<file path="src/rtl/core/shtm_pkg.sv">
// Shared types, constants and helper functions for the two-wire sensor
// measurement transaction unit. No dependencies.
`timescale 1ns / 1ps
`default_nettype none

package shtm_pkg;

    // Width of the hold/poll wait counter.
    localparam int TIMER_BITS = 16;
    localparam logic [TIMER_BITS-1:0] TIMER_MAX = '1;

    localparam int TICK_BITS = 16;
    localparam int CFG_IDX_BITS = 2;
    localparam int CFG_DATA_BITS = 16;

    localparam logic [7:0] CRC_POLY = 8'h31;
    localparam logic [7:0] POLL_CNT_MAX = 8'hFF;

    // Configuration register indexes.
    localparam logic [CFG_IDX_BITS-1:0] CFG_HALF_PERIOD   = 2'd0;
    localparam logic [CFG_IDX_BITS-1:0] CFG_POLL_INTERVAL = 2'd1;
    localparam logic [CFG_IDX_BITS-1:0] CFG_POLL_LIMIT    = 2'd2;
    localparam logic [CFG_IDX_BITS-1:0] CFG_STATUS_NIBBLE = 2'd3;

    // Reset values of the configuration registers.
    localparam logic [TICK_BITS-1:0] RST_HALF_PERIOD   = 16'd10;
    localparam logic [TICK_BITS-1:0] RST_POLL_INTERVAL = 16'd5000;
    localparam logic [7:0]           RST_POLL_LIMIT    = 8'd62;
    localparam logic [3:0]           RST_STATUS_NIBBLE = 4'd0;

    // Result status codes.
    localparam logic [1:0] ST_OK      = 2'd0;
    localparam logic [1:0] ST_CRC_ERR = 2'd1;
    localparam logic [1:0] ST_TIMEOUT = 2'd2;

    typedef struct packed {
        logic       op;
        logic [7:0] command;
        logic       data_in;
    } t_in_item;

    typedef struct packed {
        logic        sck;
        logic        data_low;
        logic        busy_res;
        logic        done_res;
        logic [15:0] measured_value;
        logic [1:0]  result_status;
        logic        ack_ok;
    } t_out_item;

    typedef struct packed {
        logic [TICK_BITS-1:0] half_period;
        logic [TICK_BITS-1:0] poll_interval;
        logic [7:0]           poll_limit;
        logic [3:0]           status_nibble;
    } t_cfg;

    function automatic logic [7:0] mirror8(input logic [7:0] v);
        logic [7:0] r;
        for (int i = 0; i < 8; i++) begin
            r[7-i] = v[i];
        end
        return r;
    endfunction

    // CRC-8, polynomial 0x31, one byte MSB first.
    function automatic logic [7:0] crc_feed(input logic [7:0] crc, input logic [7:0] v);
        logic [7:0] c;
        logic [7:0] d;
        logic       top;
        c = crc;
        d = v;
        for (int i = 0; i < 8; i++) begin
            top = c[7] ^ d[7];
            c   = {c[6:0], 1'b0};
            if (top) begin
                c = c ^ CRC_POLY;
            end
            d = {d[6:0], 1'b0};
        end
        return c;
    endfunction

    // Wait counter load: a count of zero behaves as one, long holds saturate.
    function automatic logic [TIMER_BITS-1:0] load_wait(input logic [TICK_BITS-1:0] ticks);
        logic [31:0] t;
        t = (ticks == '0) ? 32'd0 : (32'(ticks) - 32'd1);
        if (t > 32'(TIMER_MAX)) begin
            return TIMER_MAX;
        end
        return TIMER_BITS'(t);
    endfunction

endpackage

`default_nettype wire

</file>
<file path="src/rtl/core/shtm_cfg.sv">
// Configuration register bank of the sensor measurement unit.
// Depends on shtm_pkg.
`timescale 1ns / 1ps
`default_nettype none

module shtm_cfg
    import shtm_pkg::*;
(
    input  wire logic                     i_clk,
    input  wire logic                     i_rst_n,
    input  wire logic                     i_cfg_we,
    input  wire logic [CFG_IDX_BITS-1:0]  i_cfg_idx,
    input  wire logic [CFG_DATA_BITS-1:0] i_cfg_data,
    output t_cfg                          o_cfg
);

    t_cfg r_cfg;

    always_ff @(posedge i_clk) begin
        if (!i_rst_n) begin
            r_cfg.half_period   <= RST_HALF_PERIOD;
            r_cfg.poll_interval <= RST_POLL_INTERVAL;
            r_cfg.poll_limit    <= RST_POLL_LIMIT;
            r_cfg.status_nibble <= RST_STATUS_NIBBLE;
        end else if (i_cfg_we) begin
            case (i_cfg_idx)
                CFG_HALF_PERIOD:   r_cfg.half_period   <= i_cfg_data[TICK_BITS-1:0];
                CFG_POLL_INTERVAL: r_cfg.poll_interval <= i_cfg_data[TICK_BITS-1:0];
                CFG_POLL_LIMIT:    r_cfg.poll_limit    <= i_cfg_data[7:0];
                CFG_STATUS_NIBBLE: r_cfg.status_nibble <= i_cfg_data[3:0];
                default: begin
                end
            endcase
        end
    end

    assign o_cfg = r_cfg;

endmodule

`default_nettype wire

</file>
<file path="src/rtl/core/shtm_ctrl.sv">
// Bus sequencer of the sensor measurement unit: phase machine, wait timer,
// shifter and CRC. Advances one tick per accepted beat. Depends on shtm_pkg.
`timescale 1ns / 1ps
`default_nettype none

module shtm_ctrl
    import shtm_pkg::*;
(
    input  wire logic     i_clk,
    input  wire logic     i_rst_n,
    input  wire t_cfg     i_cfg,
    input  wire logic     i_step,
    input  wire t_in_item i_item,
    output t_out_item     o_result
);

    typedef enum logic [22:0] {
        PH_IDLE   = 23'h000001,
        PH_TS2    = 23'h000002,
        PH_TS3    = 23'h000004,
        PH_TS4    = 23'h000008,
        PH_TS5    = 23'h000010,
        PH_TS6    = 23'h000020,
        PH_TX_LO  = 23'h000040,
        PH_TX_DAT = 23'h000080,
        PH_TX_HI  = 23'h000100,
        PH_AK_LO  = 23'h000200,
        PH_AK_REL = 23'h000400,
        PH_AK_HI  = 23'h000800,
        PH_AK_SMP = 23'h001000,
        PH_POLL   = 23'h002000,
        PH_RD_SET = 23'h004000,
        PH_RD_SMP = 23'h008000,
        PH_K0     = 23'h010000,
        PH_K1     = 23'h020000,
        PH_K2     = 23'h040000,
        PH_K3     = 23'h080000,
        PH_CK_K2  = 23'h100000,
        PH_CK_K3  = 23'h200000,
        PH_FIN    = 23'h400000
    } t_phase;

    t_phase                r_phase,    n_phase;
    logic [1:0]            r_byte,     n_byte;
    logic [3:0]            r_bit_cnt,  n_bit_cnt;
    logic [TIMER_BITS-1:0] r_timer,    n_timer;
    logic [7:0]            r_poll_cnt, n_poll_cnt;
    logic [7:0]            r_shift,    n_shift;
    logic [7:0]            r_crc,      n_crc;
    logic [15:0]           r_value,    n_value;
    logic                  r_ack,      n_ack;
    logic                  r_sck,      n_sck;
    logic                  r_dlow,     n_dlow;

    logic [TIMER_BITS-1:0] w_hold;
    logic [TIMER_BITS-1:0] w_poll_wait;
    logic [7:0]            w_shift_smp;
    logic [3:0]            w_cnt_inc;
    logic [7:0]            w_crc_smp;
    logic [7:0]            w_crc_cmd;
    logic                  w_done;
    logic [1:0]            w_status;

    assign w_hold      = load_wait(i_cfg.half_period);
    assign w_poll_wait = load_wait(i_cfg.poll_interval);
    // Bits arrive MSB first, so bit n of the count lands at position 7-n.
    assign w_shift_smp = r_shift | ({7'd0, i_item.data_in} << (~r_bit_cnt[2:0]));
    assign w_cnt_inc   = r_bit_cnt + 4'd1;
    assign w_crc_smp   = crc_feed(r_crc, w_shift_smp);
    assign w_crc_cmd   = crc_feed(r_crc, r_shift);

    always_comb begin
        n_phase    = r_phase;
        n_byte     = r_byte;
        n_bit_cnt  = r_bit_cnt;
        n_timer    = r_timer;
        n_poll_cnt = r_poll_cnt;
        n_shift    = r_shift;
        n_crc      = r_crc;
        n_value    = r_value;
        n_ack      = r_ack;
        n_sck      = r_sck;
        n_dlow     = r_dlow;
        w_done     = 1'b0;
        w_status   = ST_OK;

        if (r_phase == PH_IDLE) begin
            if (i_item.op) begin
                n_shift    = i_item.command;
                n_value    = '0;
                n_ack      = 1'b0;
                n_bit_cnt  = '0;
                n_poll_cnt = '0;
                n_byte     = '0;
                n_crc      = mirror8({4'd0, i_cfg.status_nibble});
                n_dlow     = 1'b0;
                n_sck      = 1'b1;
                n_timer    = w_hold;
                n_phase    = PH_TS2;
            end
        end else if (r_timer != '0) begin
            n_timer = r_timer - TIMER_BITS'(1);
        end else begin
            case (r_phase)
                PH_TS2: begin
                    n_dlow = 1'b1; n_timer = w_hold; n_phase = PH_TS3;
                end
                PH_TS3: begin
                    n_sck = 1'b0; n_timer = w_hold; n_phase = PH_TS4;
                end
                PH_TS4: begin
                    n_sck = 1'b1; n_timer = w_hold; n_phase = PH_TS5;
                end
                PH_TS5: begin
                    n_dlow = 1'b0; n_timer = w_hold; n_phase = PH_TS6;
                end
                PH_TS6: begin
                    n_sck = 1'b0; n_timer = w_hold; n_bit_cnt = '0; n_phase = PH_TX_LO;
                end
                PH_TX_LO: begin
                    n_sck = 1'b0; n_timer = w_hold; n_phase = PH_TX_DAT;
                end
                PH_TX_DAT: begin
                    n_dlow  = ~r_shift[~r_bit_cnt[2:0]];
                    n_timer = w_hold;
                    n_phase = PH_TX_HI;
                end
                PH_TX_HI: begin
                    n_sck     = 1'b1;
                    n_timer   = w_hold;
                    n_bit_cnt = w_cnt_inc;
                    n_phase   = (w_cnt_inc >= 4'd8) ? PH_AK_LO : PH_TX_LO;
                end
                PH_AK_LO: begin
                    n_sck = 1'b0; n_timer = w_hold; n_phase = PH_AK_REL;
                end
                PH_AK_REL: begin
                    n_dlow = 1'b0; n_timer = w_hold; n_phase = PH_AK_HI;
                end
                PH_AK_HI: begin
                    n_sck = 1'b1; n_timer = w_hold; n_phase = PH_AK_SMP;
                end
                PH_AK_SMP: begin
                    n_ack      = ~i_item.data_in;
                    n_sck      = 1'b0;
                    n_timer    = w_hold;
                    n_crc      = w_crc_cmd;
                    n_poll_cnt = '0;
                    n_phase    = PH_POLL;
                end
                PH_POLL: begin
                    if (r_poll_cnt != '0 && r_poll_cnt >= i_cfg.poll_limit) begin
                        w_status = ST_TIMEOUT;
                        w_done   = 1'b1;
                        n_phase  = PH_IDLE;
                    end else if (!i_item.data_in) begin
                        // Conversion finished: the sensor pulled DATA low.
                        n_bit_cnt = '0;
                        n_shift   = '0;
                        n_byte    = 2'd0;
                        n_sck     = 1'b1;
                        n_timer   = w_hold;
                        n_phase   = PH_RD_SMP;
                    end else begin
                        if (r_poll_cnt < POLL_CNT_MAX) begin
                            n_poll_cnt = r_poll_cnt + 8'd1;
                        end
                        n_timer = w_poll_wait;
                    end
                end
                PH_RD_SET: begin
                    n_sck = 1'b1; n_timer = w_hold; n_phase = PH_RD_SMP;
                end
                PH_RD_SMP: begin
                    n_shift   = w_shift_smp;
                    n_sck     = 1'b0;
                    n_timer   = w_hold;
                    n_bit_cnt = w_cnt_inc;
                    if (w_cnt_inc >= 4'd8) begin
                        if (r_byte == 2'd0) begin
                            n_value = {w_shift_smp, r_value[7:0]};
                            n_crc   = w_crc_smp;
                            n_phase = PH_K0;
                        end else if (r_byte == 2'd1) begin
                            n_value = {r_value[15:8], w_shift_smp};
                            n_crc   = w_crc_smp;
                            n_phase = PH_K0;
                        end else begin
                            n_phase = PH_CK_K2;
                        end
                    end else begin
                        n_phase = PH_RD_SET;
                    end
                end
                PH_K0: begin
                    n_dlow = 1'b1; n_timer = w_hold; n_phase = PH_K1;
                end
                PH_K1: begin
                    n_sck = 1'b1; n_timer = w_hold; n_phase = PH_K2;
                end
                PH_K2: begin
                    n_sck = 1'b0; n_timer = w_hold; n_phase = PH_K3;
                end
                PH_K3: begin
                    n_dlow    = 1'b0;
                    n_timer   = w_hold;
                    n_bit_cnt = '0;
                    n_shift   = '0;
                    n_byte    = r_byte + 2'd1;
                    n_phase   = PH_RD_SET;
                end
                PH_CK_K2: begin
                    n_sck = 1'b1; n_timer = w_hold; n_phase = PH_CK_K3;
                end
                PH_CK_K3: begin
                    n_sck = 1'b0; n_timer = w_hold; n_phase = PH_FIN;
                end
                PH_FIN: begin
                    // The checksum comes bit-reversed on the wire.
                    w_status = (mirror8(r_shift) == r_crc) ? ST_OK : ST_CRC_ERR;
                    w_done   = 1'b1;
                    n_phase  = PH_IDLE;
                end
                default: begin
                    n_phase = PH_IDLE;
                    n_timer = '0;
                end
            endcase
        end
    end

    always_comb begin
        o_result.sck            = n_sck;
        o_result.data_low       = n_dlow;
        o_result.busy_res       = (n_phase != PH_IDLE);
        o_result.done_res       = w_done;
        o_result.measured_value = w_done ? r_value : 16'd0;
        o_result.result_status  = w_done ? w_status : ST_OK;
        o_result.ack_ok         = w_done ? r_ack : 1'b0;
    end

    always_ff @(posedge i_clk) begin
        if (!i_rst_n) begin
            r_phase    <= PH_IDLE;
            r_byte     <= '0;
            r_bit_cnt  <= '0;
            r_timer    <= '0;
            r_poll_cnt <= '0;
            r_shift    <= '0;
            r_crc      <= '0;
            r_value    <= '0;
            r_ack      <= 1'b0;
            r_sck      <= 1'b0;
            r_dlow     <= 1'b0;
        end else if (i_step) begin
            r_phase    <= n_phase;
            r_byte     <= n_byte;
            r_bit_cnt  <= n_bit_cnt;
            r_timer    <= n_timer;
            r_poll_cnt <= n_poll_cnt;
            r_shift    <= n_shift;
            r_crc      <= n_crc;
            r_value    <= n_value;
            r_ack      <= n_ack;
            r_sck      <= n_sck;
            r_dlow     <= n_dlow;
        end
    end

endmodule

`default_nettype wire

</file>
<file path="src/rtl/core/shtm_outbuf.sv">
// Two-entry result buffer (output register plus skid entry) of the sensor
// measurement unit. Depends on shtm_pkg.
`timescale 1ns / 1ps
`default_nettype none

module shtm_outbuf
    import shtm_pkg::*;
(
    input  wire logic      i_clk,
    input  wire logic      i_rst_n,
    input  wire logic      i_push,
    input  wire t_out_item i_item,
    output logic           o_full,
    output logic           o_valid,
    output t_out_item      o_item,
    input  wire logic      i_stall
);

    logic      r_vld;
    logic      r_skid_vld;
    t_out_item r_item;
    t_out_item r_skid;
    logic      w_take;

    assign w_take = r_vld && !i_stall;

    always_ff @(posedge i_clk) begin
        if (!i_rst_n) begin
            r_vld      <= 1'b0;
            r_skid_vld <= 1'b0;
        end else if (r_skid_vld) begin
            if (w_take) begin
                r_item     <= r_skid;
                r_skid_vld <= 1'b0;
            end
        end else if (i_push) begin
            if (!r_vld || w_take) begin
                r_item <= i_item;
                r_vld  <= 1'b1;
            end else begin
                r_skid     <= i_item;
                r_skid_vld <= 1'b1;
            end
        end else if (w_take) begin
            r_vld <= 1'b0;
        end
    end

    assign o_full  = r_skid_vld;
    assign o_valid = r_vld;
    assign o_item  = r_item;

endmodule

`default_nettype wire

</file>
<file path="src/rtl/core/sht_sensor_measure_transaction_unit.sv">
// Top level of the two-wire sensor measurement unit: configuration bank,
// bus sequencer and result buffer. Depends on shtm_pkg and the shtm_* modules.
`timescale 1ns / 1ps
`default_nettype none

// Each input beat is one timing tick of the bus master and yields exactly one
// result beat carrying the line levels, busy flag and, on the finishing tick,
// the reading, status and acknowledge flag. A beat is taken in every clock
// cycle without input stall: the sequencer updates its state in the cycle the
// beat is accepted and the result enters the two-entry output buffer at the
// same edge. Input stall rises only when both buffer entries are full, that is
// after the output side has stalled; otherwise throughput is one beat per clock.
// Configuration is written through a plain write port and should change only
// while no transaction is running.
module sht_sensor_measure_transaction_unit
    import shtm_pkg::*;
(
    input  wire logic                     i_clk,
    input  wire logic                     i_rst_n,
    input  wire logic                     i_cfg_we,
    input  wire logic [CFG_IDX_BITS-1:0]  i_cfg_idx,
    input  wire logic [CFG_DATA_BITS-1:0] i_cfg_data,
    input  wire logic                     i_in_valid,
    output logic                          o_in_stall,
    input  wire t_in_item                 i_in_data,
    output logic                          o_out_valid,
    input  wire logic                     i_out_stall,
    output t_out_item                     o_out_data
);

    t_cfg      w_cfg;
    t_out_item w_result;
    logic      w_full;
    logic      w_step;

    assign o_in_stall = w_full;
    assign w_step     = i_in_valid && !w_full;

    shtm_cfg u_cfg (
        .i_clk      (i_clk),
        .i_rst_n    (i_rst_n),
        .i_cfg_we   (i_cfg_we),
        .i_cfg_idx  (i_cfg_idx),
        .i_cfg_data (i_cfg_data),
        .o_cfg      (w_cfg)
    );

    shtm_ctrl u_ctrl (
        .i_clk    (i_clk),
        .i_rst_n  (i_rst_n),
        .i_cfg    (w_cfg),
        .i_step   (w_step),
        .i_item   (i_in_data),
        .o_result (w_result)
    );

    shtm_outbuf u_outbuf (
        .i_clk   (i_clk),
        .i_rst_n (i_rst_n),
        .i_push  (w_step),
        .i_item  (w_result),
        .o_full  (w_full),
        .o_valid (o_out_valid),
        .o_item  (o_out_data),
        .i_stall (i_out_stall)
    );

endmodule

`default_nettype wire

</file>
<file path="config.mk">
export PLATFORM = sky130hd
export DESIGN_NAME = sht_sensor_measure_transaction_unit
export DESIGN_NICKNAME = d
export VERILOG_FILES = /design/src/rtl/core/shtm_pkg.sv /design/src/rtl/core/shtm_cfg.sv /design/src/rtl/core/shtm_ctrl.sv /design/src/rtl/core/shtm_outbuf.sv /design/src/rtl/core/sht_sensor_measure_transaction_unit.sv
export SDC_FILE = /design/constraint.sdc
export NUM_CORES = 1
export LEC_CHECK = 0
export ABC_AREA = 1
export BUFFER_PORTS_ARGS = -buffer_cell sky130_fd_sc_hd__clkbuf_2
export CORE_UTILIZATION = 60
export DETAILED_ROUTE_END_ITERATION = 6
export MAX_ROUTING_LAYER = met4
export PLACE_DENSITY = 0.77
export SKIP_CTS_REPAIR_TIMING = 1
export SLEW_MARGIN = 15
export SYNTH_ARGS = -nofsm -noshare
export SYNTH_HDL_FRONTEND = slang
export SYNTH_SLANG_ARGS = --single-unit
export TNS_END_PERCENT = 10
</file>
<file path="constraint.sdc">
create_clock -name i_clk -period 4.7 [get_ports i_clk]
set_clock_uncertainty 0.05 [all_clocks]
set_input_delay 0.47 -clock i_clk [delete_from_list [all_inputs] [get_ports i_clk]]
set_output_delay 0.47 -clock i_clk [all_outputs]
set_load 0.01 [all_outputs]
</file>
==> results of run 1 <==
[layout make-up]
cell class	instances	area (um^2)	share of cell area, %
Timing Repair Buffer	64	338	2.73
Inverter	235	893	7.21
Tap cell	229	287	2.31
Clock inverter	15	201	1.63
Multi-Input combinational cell	1154	6180	49.9
Sequential cell	180	4060	32.8
Clock buffer	17	425	3.43
[logic make-up after synthesis]
family / Yosys count
AOI/OAI and AO/OA: 367
xor gates and xnor gates: 68
adders and majority gates: 18
buffers and inverters: 290
DFF: 180
muxes: 2
and+or+nand+nor: 699
[per-layer routing]
metal | routed length [um] | vias to the layer above | GRT usage (%)
met4 | 881 | 0 | 12.1
met3 | 1950 | 79 | 4.71
met2 | 15000 | 401 | 55.8
met5 | 0 | - | -
li1 | - | 5469 | -
met1 | 13800 | 5062 | 42.3
[cell usage in the layout, fill, tap and decap left out, types with 8 or more instances in the layout]
cell type,synthesis,layout
xnor2_1,30,30
xor2_1,37,37
a21oi_1,125,124
nor2_4,7,8
clkbuf_16,0,17
edfxtp_1,46,46
inv_2,10,10
inv_1,217,217
nor2_2,14,14
nand2_1,310,310
ha_1,18,18
nand3_1,103,103
nor2_1,166,165
nand4_1,32,32
a31oi_1,16,16
o21ai_0,130,130
dfxtp_1,134,134
o211ai_1,35,35
nor3_1,25,25
a211oi_1,13,13
clkbuf_2,0,57
[worst max-delay path by stage]
stage | end | slack, ns | depth (start not counted)
finish | u_ctrl.r_crc[5] | 1.24 | 13
global route | u_ctrl.r_value[7] | 0.92 | 12
CTS | u_ctrl.r_crc[5] | 1.34 | 13
detailed placement | u_ctrl.r_crc[5] | 1.37 | 13
global placement | u_outbuf.r_skid[20] | 1.44 | 13
floorplan | u_outbuf.o_item[0] | 2.13 | 6
[metrics by stage]
| stage | instances | worst slack (ns) | area, um^2 | power (W) | utilization (%) |
|---|---|---|---|---|---|
| global placement | 1862 | 1.44 | 11800 | 0.00245 | 64.3 |
| detailed placement | 1862 | 1.37 | 11800 | 0.00245 | 64.3 |
| global route | 1894 | 0.920 | 12400 | 0.00407 | 67.8 |
| CTS | 1894 | 1.34 | 12400 | 0.00391 | 67.8 |
| finish | 1894 | 1.24 | 12400 | 0.00391 | 67.8 |
| floorplan | 1624 | 2.13 | 11400 | 0.00226 | - |
[report_power, final]
| part | internal [W] | total (W) | switching (W) |
|---|---|---|---|
| clock network | 0.000731 | 0.00148 | 0.000746 |
| registers | 0.00165 | 0.00172 | 0.0000630 |
| logic | 0.000227 | 0.000718 | 0.000490 |
| total | 0.00261 | 0.00391 | 0.00130 |
[worst reg2reg max path, cell delays in order, from the launching register on]
cell and delay [ns]:
dfxtp_1 0.35, nor2_2 0.17, nand2_2 0.12, nor2_4 0.33, nand2_4 0.13, nor3_4 0.55, inv_4 0.29, nand2_4 0.24
nand2_4 0.09, clkinv_4 0.09, nand2_1 0.25, nor2_2 0.36, a21boi_0 0.23, a21oi_1 0.09
[state kept, by name, indices dropped and copies added, names as in the netlist, 2 cells and up]
name,cells
u_ctrl.r_value,16
u_ctrl.r_poll_cnt,8
u_outbuf.r_skid,23
u_ctrl.r_timer,16
u_ctrl.r_bit_cnt,4
u_ctrl.r_shift,8
u_ctrl.r_byte,2
u_outbuf.o_item,23
u_ctrl.r_phase,23
u_cfg.o_cfg,44
u_ctrl.r_crc,8
==> summary.md, run 1 <==
| Metric | Value |
|---|---|
| Status | finished clean |
| CP peak stage delay | between 0.5 and 0.6 ns |
| Critical path arrival | approximately 3.7 ns |
| Post-Syn Instances | 1624 |
| Synthesized-area fraction occupied by adder cells | around 2.0% |
| Seq cells post-synth | 180 |
| Syn_nets | between 1500 and 2000 |
| Worst setup EP type | flop |
| CTS Root Cell | clkbuf_16 |
| Starting Density | between 60 and 70% |
| DRT Wirelength | approximately 32000 um |
| Vias per cell | around 5.8 |
| Unrepaired setup endpoints after global routing | no |
| Detail Route Antenna Nets | 0 |
| Post-synthesis mux area share | less than 1% |
| Relative slew slack | between 20% and 30% |
| Top-count cell post-synth | nand2_1 |
| Delay-heaviest family, CP | simple AND/OR/NAND/NOR gates |
| Worst hold stages | 3 |
| IO buf count | 57 |
| DIE HEIGHT | approximately 140 um |
| Pwr dens | around 320 nW/um^2 |
| RD Place Congestion | 0.998 |
| Compound-Gate Fraction of Synth Area | 18.8% |
| Dpl hpwl | roughly 24000 um |
| H-tree depth | 4 |
| R2r startpoint | u_ctrl.r_phase[10] |
| Max Fanout on Critical Path | 25 |
| P&R area growth vs syn | 9.05% |
| Hold EP | u_ctrl.r_shift[3] |
| DR iter-0 viols | between 700 and 800 |
| Top post-synthesis cells by area | dfxtp_1 (24%), edfxtp_1 (12%), nand2_1 (10%) |
| Vias in the first global route | 9991 |
| Yosys top cell by area | dfxtp_1 |
| Synth unique cells | 61 |
| Grt ovf | 0 |
| Nets | roughly 1700 |
| Worst-Margin Slew | 1.12 ns |
| CP Cell Sequence | nor2_2, nand2_2, nor2_4, nand2_4, nor3_4, inv_4, nand2_4, nand2_4, clkinv_4, nand2_1, nor2_2, a21boi_0, a21oi_1 |
| Die W | ~140 um |
| Seq/Total Area, Yosys | about 36% |
| Critical path class | flop to flop |
| Leak | roughly 5.5 nW |
| Clock latency on the worst-skew pair | around 0.45 ns |
| Synth Area in XOR/XNOR | ~5.4% |
| Number of flops mapped to enable cells by yosys | between 40 and 50 |
| Post-layout min period | around 3.5 ns |
| CTS tree | done |
| F_max | ~290 MHz |
| Setup TNS | 0 ns |
| Final Hold Vio Count | 0 |
| Post-synthesis simple-gate area fraction | about 28% |
| Yosys warns | 0 |
| DIE AREA | roughly 20000 um^2 |
| Fillers | between 1500 and 2000 |
| First-pass GRT wire length | a little over 50000 um |
| R2R Path End | u_ctrl.r_crc[5] |
| Antenna diodes | 0 |
| Top_reg_cell synth | dfxtp_1 |
| Initial antenna violation count | 0 |
| Maximum vdd drop | about 0.25 mV |
| Avg Cell Area, Syn | 7.00 um^2 |
| Final period utilization | around 74% |
| Synth top area share | a little under a quarter |
| Wire per inst | roughly 17 um |
| Worst reg2reg path depth | 13 |
| # setup viols final | 0 |
| Vias | about 11000 |
| GRT Overall Usage | between 30% and 40% |
| Flop-to-flop setup slack | 1.24 ns |
| Max Cap Violations | 0 |
| Core box area | 18300 um^2 |
| # IOs | 58 |
| Critical Path Slowest Stage Cell | nor3_4 |
| Share of layout cells above drive strength 1 | a little over a tenth |
| Top post-synthesis cells by count | nand2_1 (310), inv_1 (217), nor2_1 (166) |
| Cell Area, Synth | ~11000 um^2 |
| Critical path origin | u_ctrl.r_phase[10] |
| Most frequent CP cell | nand2_4 |
| Largest family of logic cells by synthesized area | simple AND/OR/NAND/NOR gates |
| Worst-path clk slew | approximately 0.080 ns |
| Buffers and inverters on the worst path | 2 |
| TritonRoute pass-1 iters | 5 |
| Fin Hold WS | approximately 0.22 ns |
| CTS Buf Count | 17 |
| Row count | 49 |
| DRC errors left | 0 |
| CP Launch Type | flop |
| Slew Limit Fails | 0 |
| Hold path start | i_in_data[4] |
| Worst Path Required | around 5 ns |
| Worst min path class | input port to flop |
| Ys async rst share | 0% |
| Sink Count | 180 |
| Largest net degree at the start of global routing | 74 |
| Maximum clock insertion buffer count | 2 |
No activity file was read; power rests on OpenSTA's default activity.
==> run 2, diff against run 1 <==
--- a/config.mk
+++ b/config.mk
@@ -7,10 +7,10 @@
 export LEC_CHECK = 0
 export ABC_AREA = 1
 export BUFFER_PORTS_ARGS = -buffer_cell sky130_fd_sc_hd__clkbuf_2
-export CORE_UTILIZATION = 60
+export CORE_UTILIZATION = 56
 export DETAILED_ROUTE_END_ITERATION = 6
 export MAX_ROUTING_LAYER = met4
-export PLACE_DENSITY = 0.77
+export PLACE_DENSITY = 0.76
 export SKIP_CTS_REPAIR_TIMING = 1
 export SLEW_MARGIN = 15
 export SYNTH_ARGS = -nofsm -noshare
==> constraint.sdc (replaced) <==
create_clock -name i_clk -period 3.1 [get_ports i_clk]
set_clock_uncertainty 0.05 [all_clocks]
set_input_delay 0.31 -clock i_clk [delete_from_list [all_inputs] [get_ports i_clk]]
set_output_delay 0.31 -clock i_clk [all_outputs]
set_load 0.01 [all_outputs]
==> run 2 against run 1 <==
  * Cell count increased by 3.7%
  * Die area increased by 7.0%
  * Non-clock buffer count up 34
  * Wire length grew 4.4%
  * First-iteration DRC count increased by 19%
  * Setup slack worse by 1.1 ns
  * Clock power is 51% higher
  * Core utilization fell by 3.2 points
  * Register-to-register slack lost 1.1 ns
  * Via count grew 2.4%
  * Power is 53% higher
  * Sequential share of layout area fell by 0.81 points
  * Largest power group unchanged
  * Highest routed layer unchanged
==> summary.md, run 2 (synthesis gave the netlist of run 1 again) <==
| Metric | Value |
|---|---|
| Status | finished clean |
| F_max | ~340 MHz |
| First-pass GRT wire length | between 50000 and 60000 um |
| Pwr dens | approximately 470 nW/um^2 |
| Sw power | about 0.0020 W |
| Nets | ~1700 |
| P&R area growth vs syn | 11.8% |
| DR iter-0 viols | 930 |
| Final Hold Vio Count | 0 |
| GRT Overall Usage | between 30% and 40% |
| Sink Count | 180 |
| Critical path class | flop to flop |
| Worst setup EP type | flop |
| Initial antenna violation count | 0 |
| RD Place Congestion | about 0.99 |
| Pint | between 0.003 and 0.004 W |
| CTS Root Cell | clkbuf_16 |
| Place WS | around 0.16 ns |
| CTS tree | done |
| Fillers | between 1500 and 2000 |
| DRC errors left | 0 |
| R2r startpoint | u_ctrl.r_timer[0] |
| Critical path arrival | ~3.2 ns |
| Worst-path clk slew | roughly 0.08 ns |
| Starting Density | ~58% |
| DRT Wirelength | roughly 33000 um |
| Worst Path Required | about 3.4 ns |
| Logic pwr share | 19.2% |
| Dpl hpwl | ~25000 um |
| Seq pwr share | 43.5% |
| Largest net degree at the start of global routing | 54 |
| Wire per inst | roughly 17 um |
| Max FFs per register | 44 |
| Core box area | 19700 um^2 |
| H-tree depth | 4 |
| Die W | ~140 um |
| Antenna diodes | 0 |
| CP Launch Type | flop |
| Worst min path class | input port to flop |
| Most frequent cells in the layout | nand2_1 (310), inv_1 (217), nor2_1 (165) |
| Post-layout min period | 2.91 ns |
| Clock latency on the worst-skew pair | approximately 0.45 ns |
| Maximum clock insertion buffer count | 2 |
| # IOs | slightly below 60 |
| # setup viols final | 0 |
| Grt ovf | 0 |
| Slew Limit Fails | 0 |
| DIE HEIGHT | 144 um |
| TritonRoute pass-1 iters | 5 |
| Leak | about 5.7 nW |
| Fin util | between 60% and 70% |
| Vias | about 11000 |
| Area after DPL | 12100 um^2 |
| Vias per cell | about 5.7 |
| Clock power frac | 37.3% |
| Critical path origin | u_ctrl.r_timer[0] |
| DIE AREA | about 21000 um^2 |
| Final period utilization | a little over nine tenths |
| Relative slew slack | roughly a quarter |
| Vias in the first global route | 10100 |
| CTS Buf Count | 17 |
| Most common cell after layout, fill and taps aside | nand2_1 |
| Maximum vdd drop | 0.350 mV |
| Worst-Margin Slew | 1.12 ns |
| Row count | 51 |
| Detail Route Antenna Nets | 0 |
| Max Cap Violations | 0 |
| Final WS setup | roughly 0.19 ns |
| Sw Ratio | 33.3% |
| Hold path start | i_in_data[3] |
| Share of layout cells above drive strength 1 | between 10% and 20% |
| Design Area, Final | between 10000 and 15000 um^2 |
| IO buf count | 57 |
| Max Fanout on Critical Path | 12 |
[run 2: layout make-up]
| class | count | area [um^2] | share of cell area (%) |
|---|---|---|---|
| multi-input combinational | 1155 | 6210 | 48.9 |
| sequential | 180 | 4060 | 32.0 |
| tap | 265 | 332 | 2.61 |
| inverter | 235 | 897 | 7.06 |
| clock inverter | 15 | 186 | 1.47 |
| timing repair buffer | 98 | 593 | 4.67 |
| clock buffer | 17 | 425 | 3.35 |
[run 2: metal layers]
metal	global-route usage (%)	part of all wire [%]	vias up	wire [um]
met5	-	0	-	0
met1	41.9	44	5210	14400
li1	-	-	5536	-
met3	5.53	7.2	68	2390
met4	11.0	2.5	0	821
met2	53.6	47	458	15400
[run 2: path summary, 6_finish.rpt]
kind / cells after the start / end / slack, ns
max: 17 / u_ctrl.r_timer[9] / 0.19
min: 3 / u_ctrl.r_shift[2] / 0.06
max reg2reg: 17 / u_ctrl.r_timer[9] / 0.19
min reg2reg: 2 / u_cfg.o_cfg[2] / 0.40
[run 2: power by group through the flow]
stage / combinational (W) / sequential (W) / clock (W)
2_1_floorplan: 0.000786 / 0.00264 / 0
3_3_place_gp: 0.00109 / 0.00265 / 0
3_5_place_dp: 0.00110 / 0.00265 / 0
4_1_cts: 0.00111 / 0.00259 / 0.00225
5_1_grt: 0.00126 / 0.00261 / 0.00235
6_report: 0.00114 / 0.00260 / 0.00223
[run 2: through the flow]
step	power, W	hold slack, ns	setup TNS, ns	cells
2_1_floorplan	0.00342	0.374	0	1624
4_1_cts	0.00596	0.0411	0	1964
3_3_place_gp	0.00374	0.384	0	1932
5_1_grt	0.00622	0.0568	-0.00230	1965
3_5_place_dp	0.00375	0.388	0	1932
6_report	0.00597	0.0556	0	1965
[run 2: critical path, stage by stage, from the launching register on]
cell     delay (ns)
dfxtp_1        0.33
inv_1          0.11
ha_1           0.22
nand2_1        0.13
nor2_2         0.18
nand2_1        0.14
nor3_4         0.20
nand2_4        0.15
inv_4          0.17
nand2_4        0.12
inv_2          0.16
nand3_2        0.18
nand2_8        0.20
nor2_8         0.09
inv_4          0.12
a31oi_1        0.05
nand2_1        0.09
a21oi_1        0.06
==> run 3, diff against run 2 <==
--- a/config.mk
+++ b/config.mk
@@ -7,13 +7,14 @@
 export LEC_CHECK = 0
 export ABC_AREA = 1
 export BUFFER_PORTS_ARGS = -buffer_cell sky130_fd_sc_hd__clkbuf_2
-export CORE_UTILIZATION = 56
+export CORE_UTILIZATION = 57
 export DETAILED_ROUTE_END_ITERATION = 6
 export MAX_ROUTING_LAYER = met4
-export PLACE_DENSITY = 0.76
+export PLACE_DENSITY = 0.77
 export SKIP_CTS_REPAIR_TIMING = 1
 export SLEW_MARGIN = 15
 export SYNTH_ARGS = -nofsm -noshare
 export SYNTH_HDL_FRONTEND = slang
+export SYNTH_HIERARCHICAL = 1
 export SYNTH_SLANG_ARGS = --single-unit
 export TNS_END_PERCENT = 10
==> run 3 against run 2 <==
  * Sequential power grew 2%
  * Cell count increased by 9.9%
  * Non-clock buffer count shrank 16
  * Design area grew 3.9%
  * Critical path type unchanged
  * Largest cell class unchanged
==> summary.md, run 3 <==
| Metric | Value |
|---|---|
| Status | finished clean |
| Pwr dens | approximately 500 nW/um^2 |
| Seq cells post-synth | 180 |
| Worst min path class | input port to flop |
| Worst-Margin Slew | 0.784 ns |
| Worst setup EP type | flop |
| Core box area | 21000 um^2 |
| Place WS | roughly 0.36 ns |
| Critical path class | flop to flop |
| DIE AREA | 21900 um^2 |
| Number of flops mapped to enable cells by yosys | 46 |
| IO buf count | 57 |
| Cell Area, Synth | 12100 um^2 |
| Fin Hold WS | between 0.02 and 0.03 ns |
| Wire per inst | between 15 and 20 um |
| CTS tree | done |
| Ys async rst share | 0% |
| Die W | roughly 150 um |
| Seq/Total Area, Yosys | between 30% and 40% |
| Nets | 1923 |
| CP Launch Type | flop |
| Top post-synthesis cells by count | nand2_1 (473), nor2_1 (239), inv_1 (235) |
| DRC errors left | 0 |
| Synth unique cells | 60 |
| F_max | about 350 MHz |
| Leak | 6.30 nW |
| Worst hold stages | 3 |
| Max Fanout on Critical Path | 7 |
| Worst reg2reg path depth | 14 |
| Most frequent cells in the layout | nand2_1 (473), nor2_1 (237), inv_1 (235) |
| DRT Wirelength | approximately 34000 um |
| Final Power | 0.00660 W |
| DIE HEIGHT | ~150 um |
| # IOs | between 50 and 60 |
| Vias in the first global route | 11000 |
| Final period utilization | 91.9% |
| Sink Count | 180 |
| Final WS setup | between 0.2 and 0.25 ns |
| Clock latency on the worst-skew pair | around 0.44 ns |
| Top_reg_cell synth | dfxtp_1 |
| Top-count cell post-synth | nand2_1 |
| Unrepaired setup endpoints after global routing | no |
| Fillers | between 1500 and 2000 |
| Worst Path Required | roughly 3.3 ns |
| Critical path arrival | around 3.0 ns |
| Detail Route Antenna Nets | 0 |
| Register Area | between 4000 and 5000 um^2 |
| Dpl hpwl | about 25000 um |
| GRT Overall Usage | roughly a third |
| Post-layout min period | 2.85 ns |
| CTS Root Cell | clkbuf_16 |
| Share of layout cells above drive strength 1 | about 11% |
| Max Cap Violations | 0 |
| Setup TNS | 0 ns |
| Vias | 11900 |
| Post-Syn Instances | roughly 1800 |
| Maximum clock insertion buffer count | 2 |
| Row count | 53 |
| TritonRoute pass-1 iters | 5 |
| Hold path start | i_cfg_data[9] |
| CTS Buf Count | 17 |
| H-tree depth | 4 |
| Most common cell after layout, fill and taps aside | nand2_1 |
| DR iter-0 viols | 876 |
| Syn_nets | approximately 1900 |
| Relative slew slack | between 40% and 50% |
| Yosys warns | 6 |
| First-pass GRT wire length | around 56000 um |
| # setup viols final | 0 |
| Antenna diodes | 0 |
| RD Place Congestion | 0.994 |
| Worst-path clk slew | 0.08 ns |
| Yosys top cell by area | dfxtp_1 |
| Final Hold Vio Count | 0 |
| Top post-synthesis cells by area | dfxtp_1 (22%), nand2_1 (15%), edfxtp_1 (11%) |
| P&R area growth vs syn | 8.80% |
| Grt ovf | 0 |
| Avg Cell Area, Syn | 6.61 um^2 |
| Max FFs per register | 44 |
| Multi-input logic area | 6710 um^2 |
| Maximum vdd drop | between 0.3 and 0.4 mV |
| Initial antenna violation count | 0 |
| Design Area, Final | around 13000 um^2 |
| Starting Density | between 50% and 60% |
| Slew Limit Fails | 0 |
| R2r startpoint | u_ctrl/r_timer[0] |
| Vias per cell | roughly 5.5 |
| Critical path origin | u_ctrl/r_timer[0] |
| Synth top area share | 22.1% |
| Largest net degree at the start of global routing | 74 |
| Area after DPL | between 10000 and 15000 um^2 |
[run 3: cell count changes after synthesis, moves of 9 or more]
cell | before | now
o211ai_1 | 35 | 16
a21oi_1 | 125 | 99
nor2_1 | 166 | 239
xnor2_1 | 30 | 17
nand3_1 | 103 | 168
nand2_1 | 310 | 473
buf_4 | 2 | 13
o21ai_0 | 130 | 62
a31oi_1 | 16 | 1
inv_1 | 217 | 235
clkbuf_1 | 37 | 22
inv_2 | 10 | 19
[run 3: cell type report]
cell class | count | area share [%]
Clock buffer | 18 | 3.33
Tap cell | 275 | 2.61
Sequential cell | 180 | 30.8
Multi-Input combinational cell | 1330 | 50.8
Clock inverter | 14 | 1.37
Timing Repair Buffer | 82 | 3.58
Inverter | 260 | 7.50
[run 3: final timing paths]
kind / endpoint / slack, ns
worst max-delay path: u_outbuf/o_item[20] / 0.25
worst min-delay path: u_cfg/o_cfg[21] / 0.03
worst max register to register: u_outbuf/o_item[20] / 0.25
worst min register to register: u_cfg/o_cfg[7] / 0.41
[run 3: logic make-up after synthesis]
group           after synthesis  share of synthesized area, %
fa+ha+maj                    19                          1.96
xor+xnor                     59                          4.32
buf+inv                     325                          11.2
flops                       180                          33.5
compound gates              235                          11.3
simple gates               1017                          37.7
[run 3: through the flow]
stage / util (%) / std cells
floorplan: - / 1835
global placement: 60.0 / 2127
detailed placement: 60.0 / 2127
CTS: 63.0 / 2159
global route: 63.0 / 2159
finish: 63.0 / 2159
[run 3: layer usage]
layer  share of wire (%)  global-route usage [%]
met1                  43                    40.7
met2                  47                    54.2
met3                 6.4                    4.04
met4                 3.5                    13.9
met5                   0                       -
[run 3: critical path, cell delays in order, from the launching register on]
cell	delay [ns]
dfxtp_1	0.33
inv_1	0.14
ha_1	0.21
inv_1	0.07
nor2_1	0.08
nand4_1	0.08
nor2_1	0.33
inv_1	0.24
nor2_1	0.45
a21oi_1	0.07
o21bai_1	0.20
nor2_1	0.11
nand3_1	0.12
nand2_1	0.09
nand2_1	0.04
[run 3: where the power goes]
part,internal (W),leakage [nW],switching [W]
logic,0.000565,4.48,0.00111
clock network,0.00119,0.305,0.00107
registers,0.00254,1.51,0.000126
total,0.00429,6.30,0.00231
